**config.mk**
```make
export PLATFORM = sky130hd
export DESIGN_NAME = frcd_front
export DESIGN_NICKNAME = d
export VERILOG_FILES = /design/src/rtl/frcd_pkg.sv /design/src/rtl/frcd_front.sv
export SDC_FILE = /design/constraint.sdc
export NUM_CORES = 1
export LEC_CHECK = 0
export ABC_CLOCK_PERIOD_IN_PS = 9780
export BUFFER_PORTS_ARGS = -buffer_cell sky130_fd_sc_hd__buf_2
export CAP_MARGIN = 20
export CORE_MARGIN = 4
export CORE_UTILIZATION = 45
export DETAILED_ROUTE_END_ITERATION = 7
export MAX_ROUTING_LAYER = met4
export PLACE_DENSITY = 0.71
export RECOVER_POWER = 50
export SLEW_MARGIN = 20
export SYNTH_ARGS = -nofsm -noshare
export SYNTH_HDL_FRONTEND = slang
export SYNTH_SLANG_ARGS = --single-unit
```
**constraint.sdc**
```tcl
create_clock -name clk_i -period 9.78 [get_ports clk_i]
set_clock_uncertainty 0.15 [all_clocks]
set_input_delay 0.978 -clock clk_i [delete_from_list [all_inputs] [get_ports clk_i]]
set_output_delay 0.978 -clock clk_i [all_outputs]
set_load 0.01 [all_outputs]
```
**src/rtl/frcd_pkg.sv**
```systemverilog
// Package for the FIFO-replacement cache directory: function codes,
// the queued request word and the result word. No dependencies.
package frcd_pkg;

  localparam int unsigned FUNC_W = 3;
  localparam int unsigned KEY_W  = 64;
  localparam int unsigned SLOT_W = 8;
  localparam int unsigned AGE_W  = 32;
  localparam logic [AGE_W-1:0] AGE_NONE = 32'hFFFF_FFFF;

  typedef enum logic [FUNC_W-1:0] {
    FN_ADD    = 3'd0,
    FN_LOOKUP = 3'd1,
    FN_FLUSH  = 3'd2,
    FN_FETCH  = 3'd3,
    FN_DONE   = 3'd4,
    FN_NOP    = 3'd7
  } func_e;

  // Classified request handed from front to back
  typedef struct packed {
    func_e             func;
    logic [KEY_W-1:0]  key;
    logic              prio_req;
    logic              prio_only;
    logic [SLOT_W-1:0] done_slot;
    logic              load_ok;
  } req_t;

  // Result word
  typedef struct packed {
    logic              found;
    logic [SLOT_W-1:0] slot;
    logic              evicted;
    logic              was_present;
  } res_t;

endpackage

```
**src/rtl/frcd_front.sv**
```systemverilog
// Front end: accepts request words, classifies the function code and
// buffers them in a short queue. Depends on frcd_pkg.
module frcd_front #(
  parameter int unsigned TAG_BITS = 64,
  parameter int unsigned DEPTH    = 2
) (
  input  logic                  clk_i,
  input  logic                  rst_ni,
  input  logic                  push_i,
  output logic                  full_o,
  input  logic [2:0]            func_i,
  input  logic [63:0]           key_i,
  input  logic                  priority_req_i,
  input  logic                  priority_only_i,
  input  logic [7:0]            done_slot_i,
  input  logic                  load_ok_i,
  output logic                  req_valid_o,
  input  logic                  req_take_i,
  output frcd_pkg::req_t        req_o
);

  localparam int unsigned PW = (DEPTH > 1) ? $clog2(DEPTH) : 1;

  frcd_pkg::req_t q_mem [DEPTH];
  logic [PW-1:0] wr_q, rd_q;
  logic [PW:0]   cnt_q;
  frcd_pkg::req_t in_req;
  frcd_pkg::func_e fn;
  logic do_push, do_pop;

  // Classify: unused codes collapse to a no-op, key masked to the tag width
  always_comb begin
    case (func_i)
      frcd_pkg::FN_ADD:    fn = frcd_pkg::FN_ADD;
      frcd_pkg::FN_LOOKUP: fn = frcd_pkg::FN_LOOKUP;
      frcd_pkg::FN_FLUSH:  fn = frcd_pkg::FN_FLUSH;
      frcd_pkg::FN_FETCH:  fn = frcd_pkg::FN_FETCH;
      frcd_pkg::FN_DONE:   fn = frcd_pkg::FN_DONE;
      default: fn = frcd_pkg::FN_NOP;
    endcase
    in_req.func      = fn;
    in_req.key       = '0;
    in_req.key[TAG_BITS-1:0] = key_i[TAG_BITS-1:0];
    in_req.prio_req  = priority_req_i;
    in_req.prio_only = priority_only_i;
    in_req.done_slot = done_slot_i;
    in_req.load_ok   = load_ok_i;
  end

  assign full_o      = (cnt_q == (PW+1)'(DEPTH));
  assign req_valid_o = (cnt_q != '0);
  assign req_o       = q_mem[rd_q];
  assign do_push     = push_i && !full_o;
  assign do_pop      = req_take_i && req_valid_o;

  // Queue storage
  always_ff @(posedge clk_i) begin
    if (do_push) begin
      q_mem[wr_q] <= in_req;
    end
  end

  // Queue pointers
  always_ff @(posedge clk_i or negedge rst_ni) begin
    if (!rst_ni) begin
      wr_q  <= '0;
      rd_q  <= '0;
      cnt_q <= '0;
    end else begin
      if (do_push) begin
        wr_q <= (wr_q == PW'(DEPTH-1)) ? '0 : wr_q + 1'b1;
      end
      if (do_pop) begin
        rd_q <= (rd_q == PW'(DEPTH-1)) ? '0 : rd_q + 1'b1;
      end
      cnt_q <= cnt_q + (PW+1)'(do_push) - (PW+1)'(do_pop);
    end
  end

endmodule

```
==> summary.txt, run 1 <==
Global routing
  – Vias in the first global route: 3,179
  – Total track usage: 14.8%
  – Global-route wire length before repair: 15,800 um
  – Antenna violations before repair: 1
  – Overflow after GRT: 0
  – Pin count of the biggest net entering global routing: 80

Timing
  – Relative max-transition margin: -4.94%
  – Final worst-path cycle share: 33.6%
  – RSZ-0062 raised after global routing: no
  – Worst Max-Slew Pin Slew: 1570 ps
  – Worst Slack Setup Final: 6490 ps
  – Fin crit period: 3290 ps
  – Tightest hold margin: 243 ps
  – Final Hold Fails: 0
  – Final slew viol count: 51
  – Count of final setup violators: 0
  – Fmax: 304 MHz
  – Sum of negative setup slack: 0 ps

Die
  – Area of the core: 12,700 um2
  – DIE WIDTH: 122 um
  – Row count: 41
  – DIE AREA: 15,000 um2
  – Die Y: 122 um
  – I/O Pins: 162
  – Initial core utilization: 46.2%

CTS
  – PostCTS Resize Cnt: 0
  – Cts bufs inserted: 17
  – CTS root buf: clkbuf_16
  – Clk Latency, worst-skew pair: 420 ps
  – Hold Buf Count CTS: 0
  – Setup Fix Bufs, Post-CTS: 0
  – CTS tree: yes
  – Clock sink count: 160
  – H-Tree Depth: 4
  – Reg clk slew, reported paths: 60 ps
  – Clock Path Buffers: 2

Cells and area
  – Multi-input logic area: 1020 um2
  – Layout cell share with drive strength beyond 1: 49.8%
  – Seq. cell area: 4790 um2
  – Nets: 521
  – Area Overhead vs Synth: 25.7%
  – Fillers: 1,010

Worst setup path
  – Capturing point of the worst reg2reg path: q_mem[0][53]$_DFFE_PP_
  – Crit Path Category: in2reg
  – Worst Path Arrival: 3180 ps
  – Reg-to-reg startpoint: cnt_q[1]$_DFF_PN0_
  – R2R depth: 4
  – CP startpoint kind: input pin
  – Flop-to-flop setup slack: 6580 ps
  – Worst Setup End Kind: register
  – Crit path to: q_mem[0][53]$_DFFE_PP_
  – Required time worst endpoint: 9670 ps
  – CP Max Fanout: 60
  – Crit path from: push_i

Logic synthesis
  – Top FF cell, synth: edfxtp_1
  – Synth Register Bits: 160
  – Synth area leaders: edfxtp_1, mux2_2, mux2_4, dfrtp_1, buf_6
  – Post-synth EDFFs: 156
  – Seq/Total Area, Yosys: 81.3%
  – Syn avg cell area: 22.3 um2
  – Synth Instances: 264
  – Post-synth ARST share: 2.50%
  – Yosys warning count: 0
  – Yosys top cell area share: 79.6%
  – Syn_nets: 348
  – Synth cell types: 18
  – Post-synth top area cell: edfxtp_1
  – Mapped Area: 5880 um2

Power and ir drop
  – Pwr/cell area: 303 nW/um2
  – Comb power frac: 27.3%
  – Sw Pwr: 0.000628 W
  – P_leak: 2.70 nW
  – Reg power frac: 45.4%
  – Clock network power share: 27.4%
  – Worst vdd ir: 194 uV
  – Switching Fraction: 28.0%
  – Pint: 0.00161 W

Min path
  – Tightest Hold Check Type: in2async

Outcome
  – Failing checks: capacitance limit, slew limit
  – Status: complete, but fails checks

Placement
  – Pre-CTS WS: 6760 ps
  – Port bufs: 161
  – HPWL Detailed: 6510 um
  – Routability cong.: 0.734

Drt
  – TritonRoute pass-1 iters: 4
  – Vias per cell: 4.77
  – Vias: 2,973
  – Avg WL per Cell: 16.6 um
  – Routed wire length: 10,300 um
  – Post-DRT Antenna Nets: 0
  – Initial DRC Count: 168
  – DR DRC count: 0

Job
  – Number of max-cap violations: 2
placed cells by master (no fill, tap or decap):
| master | instances |
|---|---|
| a21o_1 | 2 |
| and2_0 | 1 |
| and3_1 | 1 |
| buf_1 | 1 |
| buf_12 | 1 |
| buf_16 | 1 |
| buf_2 | 113 |
| buf_4 | 1 |
| bufinv_16 | 2 |
| clkbuf_1 | 50 |
| clkbuf_16 | 17 |
| clkinv_1 | 1 |
| clkinv_2 | 5 |
| clkinvlp_4 | 4 |
| dfrtp_1 | 3 |
| dfrtp_4 | 1 |
| diode_2 | 1 |
| edfxtp_1 | 156 |
| ha_1 | 2 |
| inv_1 | 2 |
| mux2_2 | 68 |
| mux2_4 | 10 |
| nand2_1 | 1 |
| nand2b_1 | 1 |
| nor2_1 | 1 |
| or2_2 | 1 |
| xnor2_1 | 3 |
| xor2_1 | 1 |
per-layer routing:
metal / wire length, um / up-vias / track usage [%]
met5: 0 / - / -
met1: 4090 / 1461 / 16.5
met3: 748 / 14 / 4.98
li1: - / 1390 / -
met4: 195 / 0 / 6.93
met2: 5290 / 108 / 24.1
cells by family (layout without fill, tap and decap cells):
family	Yosys count	in the layout	synth area share, %
compound gates	2	2	0.255
flops	160	160	81.3
fa+ha+maj	2	2	0.425
other cells	0	1	0
buf+inv	12	198	1.28
xor+xnor	4	4	0.596
simple gates	6	6	0.553
mux	78	78	15.6
worst min path at each step:
stage,endpoint
finish,wr_q$_DFFE_PN0N_
global placement,cnt_q[1]$_DFF_PN0_
CTS,wr_q$_DFFE_PN0N_
detailed placement,cnt_q[1]$_DFF_PN0_
global route,rd_q$_DFFE_PN0P_
floorplan,cnt_q[1]$_DFF_PN0_
area by class of cell:
cell class,count,share of cell area (%)
clock inverter,12,1.61
sequential,160,64.8
antenna,1,0.0338
timing repair buffer,164,10.8
tap,172,2.91
clock buffer,20,5.91
inverter,2,0.102
multi-input combinational,92,13.8
state kept, by name, indices dropped and copies added, names as in the netlist:
name   count
wr_q       1
cnt_q      2
rd_q       1
q_mem    156
power by group through the flow:
stage	Clock (W)	Combinational [W]	Sequential (W)
after floorplan	0	0.000435	0.000990
after global placement	0	0.000583	0.00105
after detailed placement	0	0.000587	0.00106
after CTS	0.000632	0.000590	0.00105
after global routing	0.000665	0.000661	0.00103
final	0.000614	0.000611	0.00102
critical path, cell delays in order:
cell,delay (ps)
buf_2,80
nand2_1,100
nor2_1,1140
buf_4,820
synth_stat cells (2+ instances only):
master	number
xnor2_1	3
dfrtp_1	4
inv_1	2
a21o_1	2
buf_6	3
edfxtp_1	156
mux2_2	68
mux2_4	10
buf_2	6
ha_1	2
per-stage QoR:
| step | util [%] | cell area (um2) | total power (W) | instances |
|---|---|---|---|---|
| after floorplan | - | 5880 | 0.00143 | 264 |
| after global placement | 53.9 | 6860 | 0.00163 | 588 |
| after detailed placement | 53.9 | 6860 | 0.00165 | 588 |
| after CTS | 58.3 | 7420 | 0.00227 | 620 |
| after global routing | 58.1 | 7390 | 0.00236 | 623 |
| final | 58.1 | 7390 | 0.00224 | 623 |
Power figures use the tool's default switching activity.
==> run 2, diff against run 1 <==
ABC_AREA = 1   (was not set)
ABC_CLOCK_PERIOD_IN_PS = 2750   (was 9780)
PLACE_DENSITY = 0.74   (was 0.71)
clock period = 2.75 ns   (was 9.78 ns; I/O delays follow)
==> summary.txt, run 2 <==
Power and ir drop
  – P_leak: 3.44 nW (+27%)
  – Pint: 0.00580 W (+260%)
  – Reg power frac: 40.6% (-4.8 points)
  – Pwr/cell area: 1040 nW/um2 (+240%)
  – Clock network power share: 29.5% (+2.1 points)
  – Comb power frac: 30.0% (+2.7 points)
  – Worst vdd ir: 662 uV (+240%)
  – Switching Fraction: 32.2% (+4.2 points)
  – Sw Pwr: 0.00276 W (+340%)

Logic synthesis
  – Post-synth top area cell: edfxtp_1
  – Post-synth EDFFs: 156 (unchanged)
  – Synth Register Bits: 160 (unchanged)
  – Syn_nets: 530 (+52%)
  – Syn avg cell area: 13.3 um2 (-40%)
  – Mapped Area: 5930 um2 (+0.79%)
  – Seq/Total Area, Yosys: 80.7% (-0.63 points)
  – Yosys top cell area share: 79.0% (-0.62 points)
  – Yosys warning count: 0 (unchanged)
  – Synth Instances: 446 (+69%)
  – Synth cell types: 13 (-5)
  – Top FF cell, synth: edfxtp_1
  – Top-count cell post-synth: nand2_1
  – Synth area leaders: edfxtp_1, nand2_1, dfrtp_1, buf_2, inv_1
  – Post-synth ARST share: 2.50% (unchanged)
  – Post-synth top cells: nand2_1, edfxtp_1, buf_2, inv_1, dfrtp_1

Global routing
  – Pin count of the biggest net entering global routing: 80 (unchanged)
  – Overflow after GRT: 0 (unchanged)
  – Vias in the first global route: 4,224 (+33%)
  – Antenna violations before repair: 0 (-1)
  – Global-route wire length before repair: 20,000 um (+27%)
  – Total track usage: 18.3% (+3.5 points)

Timing
  – Sum of negative setup slack: 0 ps (unchanged)
  – Fmax: 437 MHz
  – Relative max-transition margin: 29.1% (+34 points)
  – Fin crit period: 2290 ps
  – Tightest hold margin: 34.4 ps (-209 ps)
  – Count of final setup violators: 0 (unchanged)
  – Worst Slack Setup Final: 462 ps (-6030 ps)
  – Final Hold Fails: 0 (unchanged)
  – RSZ-0062 raised after global routing: no
  – Final slew viol count: 0 (-100%)
  – Worst Max-Slew Pin Slew: 1060 ps (-510 ps)
  – Final worst-path cycle share: 83.2%

Drt
  – Post-DRT Antenna Nets: 0 (unchanged)
  – Avg WL per Cell: 14.7 um (-11%)
  – Vias per cell: 4.64 (-2.7%)
  – Initial DRC Count: 264 (+57%)
  – TritonRoute pass-1 iters: 4 (unchanged)
  – Routed wire length: 12,900 um (+25%)
  – Vias: 4,066 (+37%)
  – DR DRC count: 0 (unchanged)

Worst setup path
  – CP startpoint kind: register
  – CP Max Fanout: 79 (+32%)
  – Required time worst endpoint: 2330 ps (-7340 ps)
  – Worst Path Arrival: 1860 ps (-1320 ps)
  – Crit Path Category: reg2out
  – Worst Setup End Kind: output pin

Cells and area
  – Largest regs: q_mem: 156 flops, cnt_q: 2 flops
  – Nets: 776 (+49%)
  – Layout cell share with drive strength beyond 1: 19.0% (-31 points)
  – Area Overhead vs Synth: 38.9%
  – Commonest non-fill, non-tap cell in the layout: nand2_1
  – Most frequent cells in the layout: nand2_1, edfxtp_1, buf_2
  – Biggest register: q_mem
  – Max reg flops: 156 (unchanged)
  – Final cell count without fillers: 876 (+41%)
  – N_diodes: 0 (-1)

CTS
  – Setup Fix Bufs, Post-CTS: 0 (unchanged)
  – Clock Path Buffers: 2 (unchanged)
  – Cts bufs inserted: 17 (unchanged)
  – CTS root buf: clkbuf_16
  – Reg clk slew, reported paths: 60 ps (about the same)
  – PostCTS Resize Cnt: 0 (unchanged)
  – Clock sink count: 160 (unchanged)
  – H-Tree Depth: 4 (unchanged)
  – CTS tree: yes
  – Clk Latency, worst-skew pair: 420 ps (about the same)

Job
  – Number of max-cap violations: 0 (-2)

Placement
  – HPWL Detailed: 7600 um (+17%)
  – Routability cong.: 0.748 (+1.8%)
  – Placed insts: 767 (+30%)
  – Pre-CTS WS: 864 ps (-5890 ps)
  – Port bufs: 161 (unchanged)

Min path
  – Tightest Hold Check Type: in2reg

Die
  – I/O Pins: 162 (unchanged)
  – DIE WIDTH: 123 um (+0.37%)
  – Area of the core: 12,800 um2 (+0.40%)
  – Die Y: 123 um (+0.37%)
  – Row count: 41 (unchanged)
  – DIE AREA: 15,100 um2 (+0.74%)
  – Initial core utilization: 46.4% (+0.18 points)

Outcome
  – Status: complete, no violations
[run 2: power by group through the flow]
| stage | registers (W) | logic (W) | clock network (W) |
|---|---|---|---|
| after CTS | 0.00346 | 0.00265 | 0.00257 |
| after global placement | 0.00348 | 0.00250 | 0 |
| after global routing | 0.00351 | 0.00286 | 0.00269 |
| final | 0.00347 | 0.00256 | 0.00252 |
| after floorplan | 0.00349 | 0.00155 | 0 |
| after detailed placement | 0.00351 | 0.00255 | 0 |
[run 2: path summary, 6_finish.rpt]
path	from	cells past startpoint	to	slack (ps)
min in group asynchronous	rst_ni	2	cnt_q[0]$_DFF_PN0_	80
setup reg to reg	cnt_q[0]$_DFF_PN0_	5	q_mem[1][4]$_DFFE_PP_	630
hold reg to reg	wr_q$_DFFE_PN0N_	2	wr_q$_DFFE_PN0N_	340
max in group asynchronous	rst_ni	2	rd_q$_DFFE_PN0P_	2160
hold / removal	push_i	4	wr_q$_DFFE_PN0N_	30
setup / recovery	rd_q$_DFFE_PN0P_	4	req_o[11]	460
[run 2: critical path, stage by stage, from the launching register on]
cell	delay [ps]
dfrtp_2	380
buf_4	660
nand2_1	130
nand2_1	110
buf_2	130
[run 2: timing repair]
action / CTS / global route
setup endpoints to repair: 0 / 0
hold endpoints to repair: 157 / 0
hold buffers: 78 / 0
[run 2: logic make-up (layout without fill, tap and decap cells)]
kind of cell	Yosys count	count (layout)	share of synthesized area (%)
and+or+nand+nor	251	251	16.0
AOI/OAI and AO/OA	2	2	0.169
buffers and inverters	31	289	2.76
DFF	160	160	80.7
adders and majority gates	2	2	0.422
[run 2: per-stage QoR]
| step | cell area, um2 | utilization (%) | total power, W |
|---|---|---|---|
| finish | 8230 | 64.5 | 0.00855 |
| global route | 8230 | 64.5 | 0.00906 |
| CTS | 8340 | 65.3 | 0.00868 |
| detailed placement | 6920 | 54.2 | 0.00606 |
| global placement | 6920 | 54.2 | 0.00598 |
| floorplan | 5940 | - | 0.00504 |
[run 2: cell type report]
| cell class | instances | area, um2 |
|---|---|---|
| clock buffers | 17 | 425 |
| clock inverters | 14 | 215 |
| fillers | 959 | 4540 |
| inverters | 13 | 52.6 |
| multi-input cells | 255 | 981 |
| flip-flops and latches | 160 | 4790 |
| well taps | 172 | 215 |
| repair buffers | 245 | 1560 |
[run 2: routing by layer]
metal / vias up / wire length [um] / track usage [%]
li1: 1980 / - / -
met1: 1917 / 5020 / 19.3
met2: 141 / 6880 / 31.8
met3: 28 / 765 / 5.71
met4: 0 / 230 / 7.35
met5: - / 0 / -
==> run 3, diff against run 2 <==
ABC_CLOCK_PERIOD_IN_PS = 2300   (was 2750)
PLACE_DENSITY = 0.71   (was 0.74)
clock period = 2.3 ns   (was 2.75 ns; I/O delays follow)
==> summary.txt, run 3 (same netlist as run 2, synthesis figures left out) <==
Cells and area
  – Nets: 777 (+0.13%)
  – Most frequent cells in the layout: nand2_1, edfxtp_1, buf_2
  – Layout cell share with drive strength beyond 1: 18.4% (-0.59 points)
  – Fillers: 968 (+0.94%)
  – Biggest register: q_mem
  – Max reg flops: 156 (unchanged)
  – Largest regs: q_mem: 156 flops, cnt_q: 2 flops
  – Final cell count without fillers: 877 (+0.11%)
  – Design area: 8210 um2 (-0.26%)
  – Commonest non-fill, non-tap cell in the layout: nand2_1
  – N_diodes: 0 (unchanged)
  – Area Overhead vs Synth: 38.5%
  – Fin util: 64.3% (-0.17 points)

Die
  – Area of the core: 12,800 um2 (unchanged)
  – Die Y: 123 um (unchanged)
  – DIE AREA: 15,100 um2 (unchanged)
  – Initial core utilization: 46.4% (unchanged)
  – I/O Pins: 162 (unchanged)
  – Row count: 41 (unchanged)
  – DIE WIDTH: 123 um (unchanged)

Power and ir drop
  – Worst vdd ir: 744 uV (+12%)
  – Clock network power share: 27.3% (-2.2 points)
  – Sw Pwr: 0.00324 W (+18%)
  – Switching Fraction: 32.6% (+0.31 points)
  – Pwr/cell area: 1210 nW/um2 (+17%)
  – P_leak: 3.41 nW (-0.79%)
  – Comb power frac: 31.1% (+1.1 points)
  – Reg power frac: 41.6% (+1.0 points)
  – Post-layout power: 0.00996 W (+16%)
  – Pint: 0.00671 W (+16%)

Worst setup path
  – Crit Path Category: reg2out
  – CP Max Fanout: 36 (-54%)
  – Flop-to-flop setup slack: 390 ps (-240 ps)
  – R2R depth: 4 (-1)
  – Required time worst endpoint: 1920 ps (-410 ps)
  – CP startpoint kind: register
  – Worst Path Arrival: 1780 ps (-80 ps)
  – Worst Setup End Kind: output pin

CTS
  – Reg clk slew, reported paths: 60 ps (about the same)
  – CTS root buf: clkbuf_16
  – Cts bufs inserted: 17 (unchanged)
  – Clock Path Buffers: 2 (unchanged)
  – Setup Fix Bufs, Post-CTS: 0 (unchanged)
  – CTS tree: yes
  – H-Tree Depth: 4 (unchanged)
  – Clock sink count: 160 (unchanged)
  – Clk Latency, worst-skew pair: 400 ps (-20 ps)

Min path
  – Hold Crit Depth: 3 (-1)
  – Tightest Hold Check Type: in2reg

Global routing
  – Pin count of the biggest net entering global routing: 80 (unchanged)
  – Vias in the first global route: 4,196 (-0.66%)
  – Antenna violations before repair: 0 (unchanged)
  – Total track usage: 18.2% (-0.12 points)
  – Overflow after GRT: 0 (unchanged)
  – Global-route wire length before repair: 20,000 um (-0.38%)

Drt
  – Post-DRT Antenna Nets: 0 (unchanged)
  – Avg WL per Cell: 14.8 um (+0.54%)
  – Vias: 4,059 (-0.17%)
  – Initial DRC Count: 290 (+9.8%)
  – Vias per cell: 4.63 (-0.29%)
  – Routed wire length: 13,000 um (+0.65%)
  – TritonRoute pass-1 iters: 4 (unchanged)
  – DR DRC count: 0 (unchanged)

Timing
  – RSZ-0062 raised after global routing: no
  – Count of final setup violators: 0 (unchanged)
  – Fmax: 464 MHz
  – Final Hold Fails: 0 (unchanged)
  – Relative max-transition margin: 48.1% (+19 points)
  – Sum of negative setup slack: 0 ps (unchanged)
  – Worst Max-Slew Pin Slew: 779 ps (-285 ps)
  – Final slew viol count: 0 (unchanged)
  – Fin crit period: 2160 ps
  – Final worst-path cycle share: 93.7%

Job
  – Number of max-cap violations: 0 (unchanged)

Placement
  – Placed insts: 766 (-0.13%)
  – Placed cell area: 6930 um2 (+0.11%)
  – Port bufs: 161 (unchanged)
  – Routability cong.: 0.768 (+2.7%)
  – HPWL Detailed: 7440 um (-2.2%)

Outcome
  – Status: complete, no violations
run 3: cell count changes in the layout (fill, tap and decap cells not counted), sizes merged:
| cell | delta |
|---|---|
| inv | -1 |
| clkinvlp | +1 |
| bufinv | -2 |
| clkinv | +1 |
| dlygate4sd3 | +2 |
run 3: per-layer routing:
layer  global-route usage, %  vias up  share of wire, %
li1                        -     1986                 -
met5                       -        -                 0
met3                    4.75       15               6.5
met4                    6.79        0               1.1
met2                    30.8      151                52
met1                    20.9     1907                40
run 3: cell type report:
cell class | instances | area [um2] | share of cell area (%)
clock inverters | 13 | 146 | 1.78
repair buffers | 246 | 1590 | 19.4
multi-input cells | 255 | 988 | 12.0
clock buffers | 18 | 429 | 5.23
inverters | 13 | 55.1 | 0.670
flip-flops and latches | 160 | 4790 | 58.3
well taps | 172 | 215 | 2.62
run 3: metrics by stage:
stage	setup slack [ps]	hold WS (ps)
after global routing	44.1	42.7
after CTS	14.5	9.33
after detailed placement	463	-103
final	145	27.3
after floorplan	-7.65	-216
after global placement	508	-105
run 3: final timing paths:
check / to / startpoint
worst min-delay path: wr_q$_DFFE_PN0N_ / push_i
min in group asynchronous: cnt_q[1]$_DFF_PN0_ / rst_ni
worst max register to register: q_mem[0][36]$_DFFE_PP_ / wr_q$_DFFE_PN0N_
worst max-delay path: req_o[26] / rd_q$_DFFE_PN0P_
max in group asynchronous: rd_q$_DFFE_PN0P_ / rst_ni
worst min register to register: wr_q$_DFFE_PN0N_ / wr_q$_DFFE_PN0N_
run 3: worst max-delay path, stage by stage (launching register included):
cell     delay, ps
dfrtp_2        430
inv_4          320
buf_4          320
nand2_1         90
nand2_1         80
buf_2          130
run 3: power groups by stage:
stage / clock network (W) / logic [W] / registers [W]
global placement: 0 / 0.00300 / 0.00417
global route: 0.00291 / 0.00346 / 0.00419
floorplan: 0 / 0.00185 / 0.00416
finish: 0.00271 / 0.00310 / 0.00415
detailed placement: 0 / 0.00305 / 0.00419
CTS: 0.00276 / 0.00317 / 0.00414
run 3: what timing repair did:
action,4_1_cts,5_1_grt
hold buffers,80,0
setup endpoints to repair,0,77
resized for setup,0,1
endpoints found under the hold margin,159,0
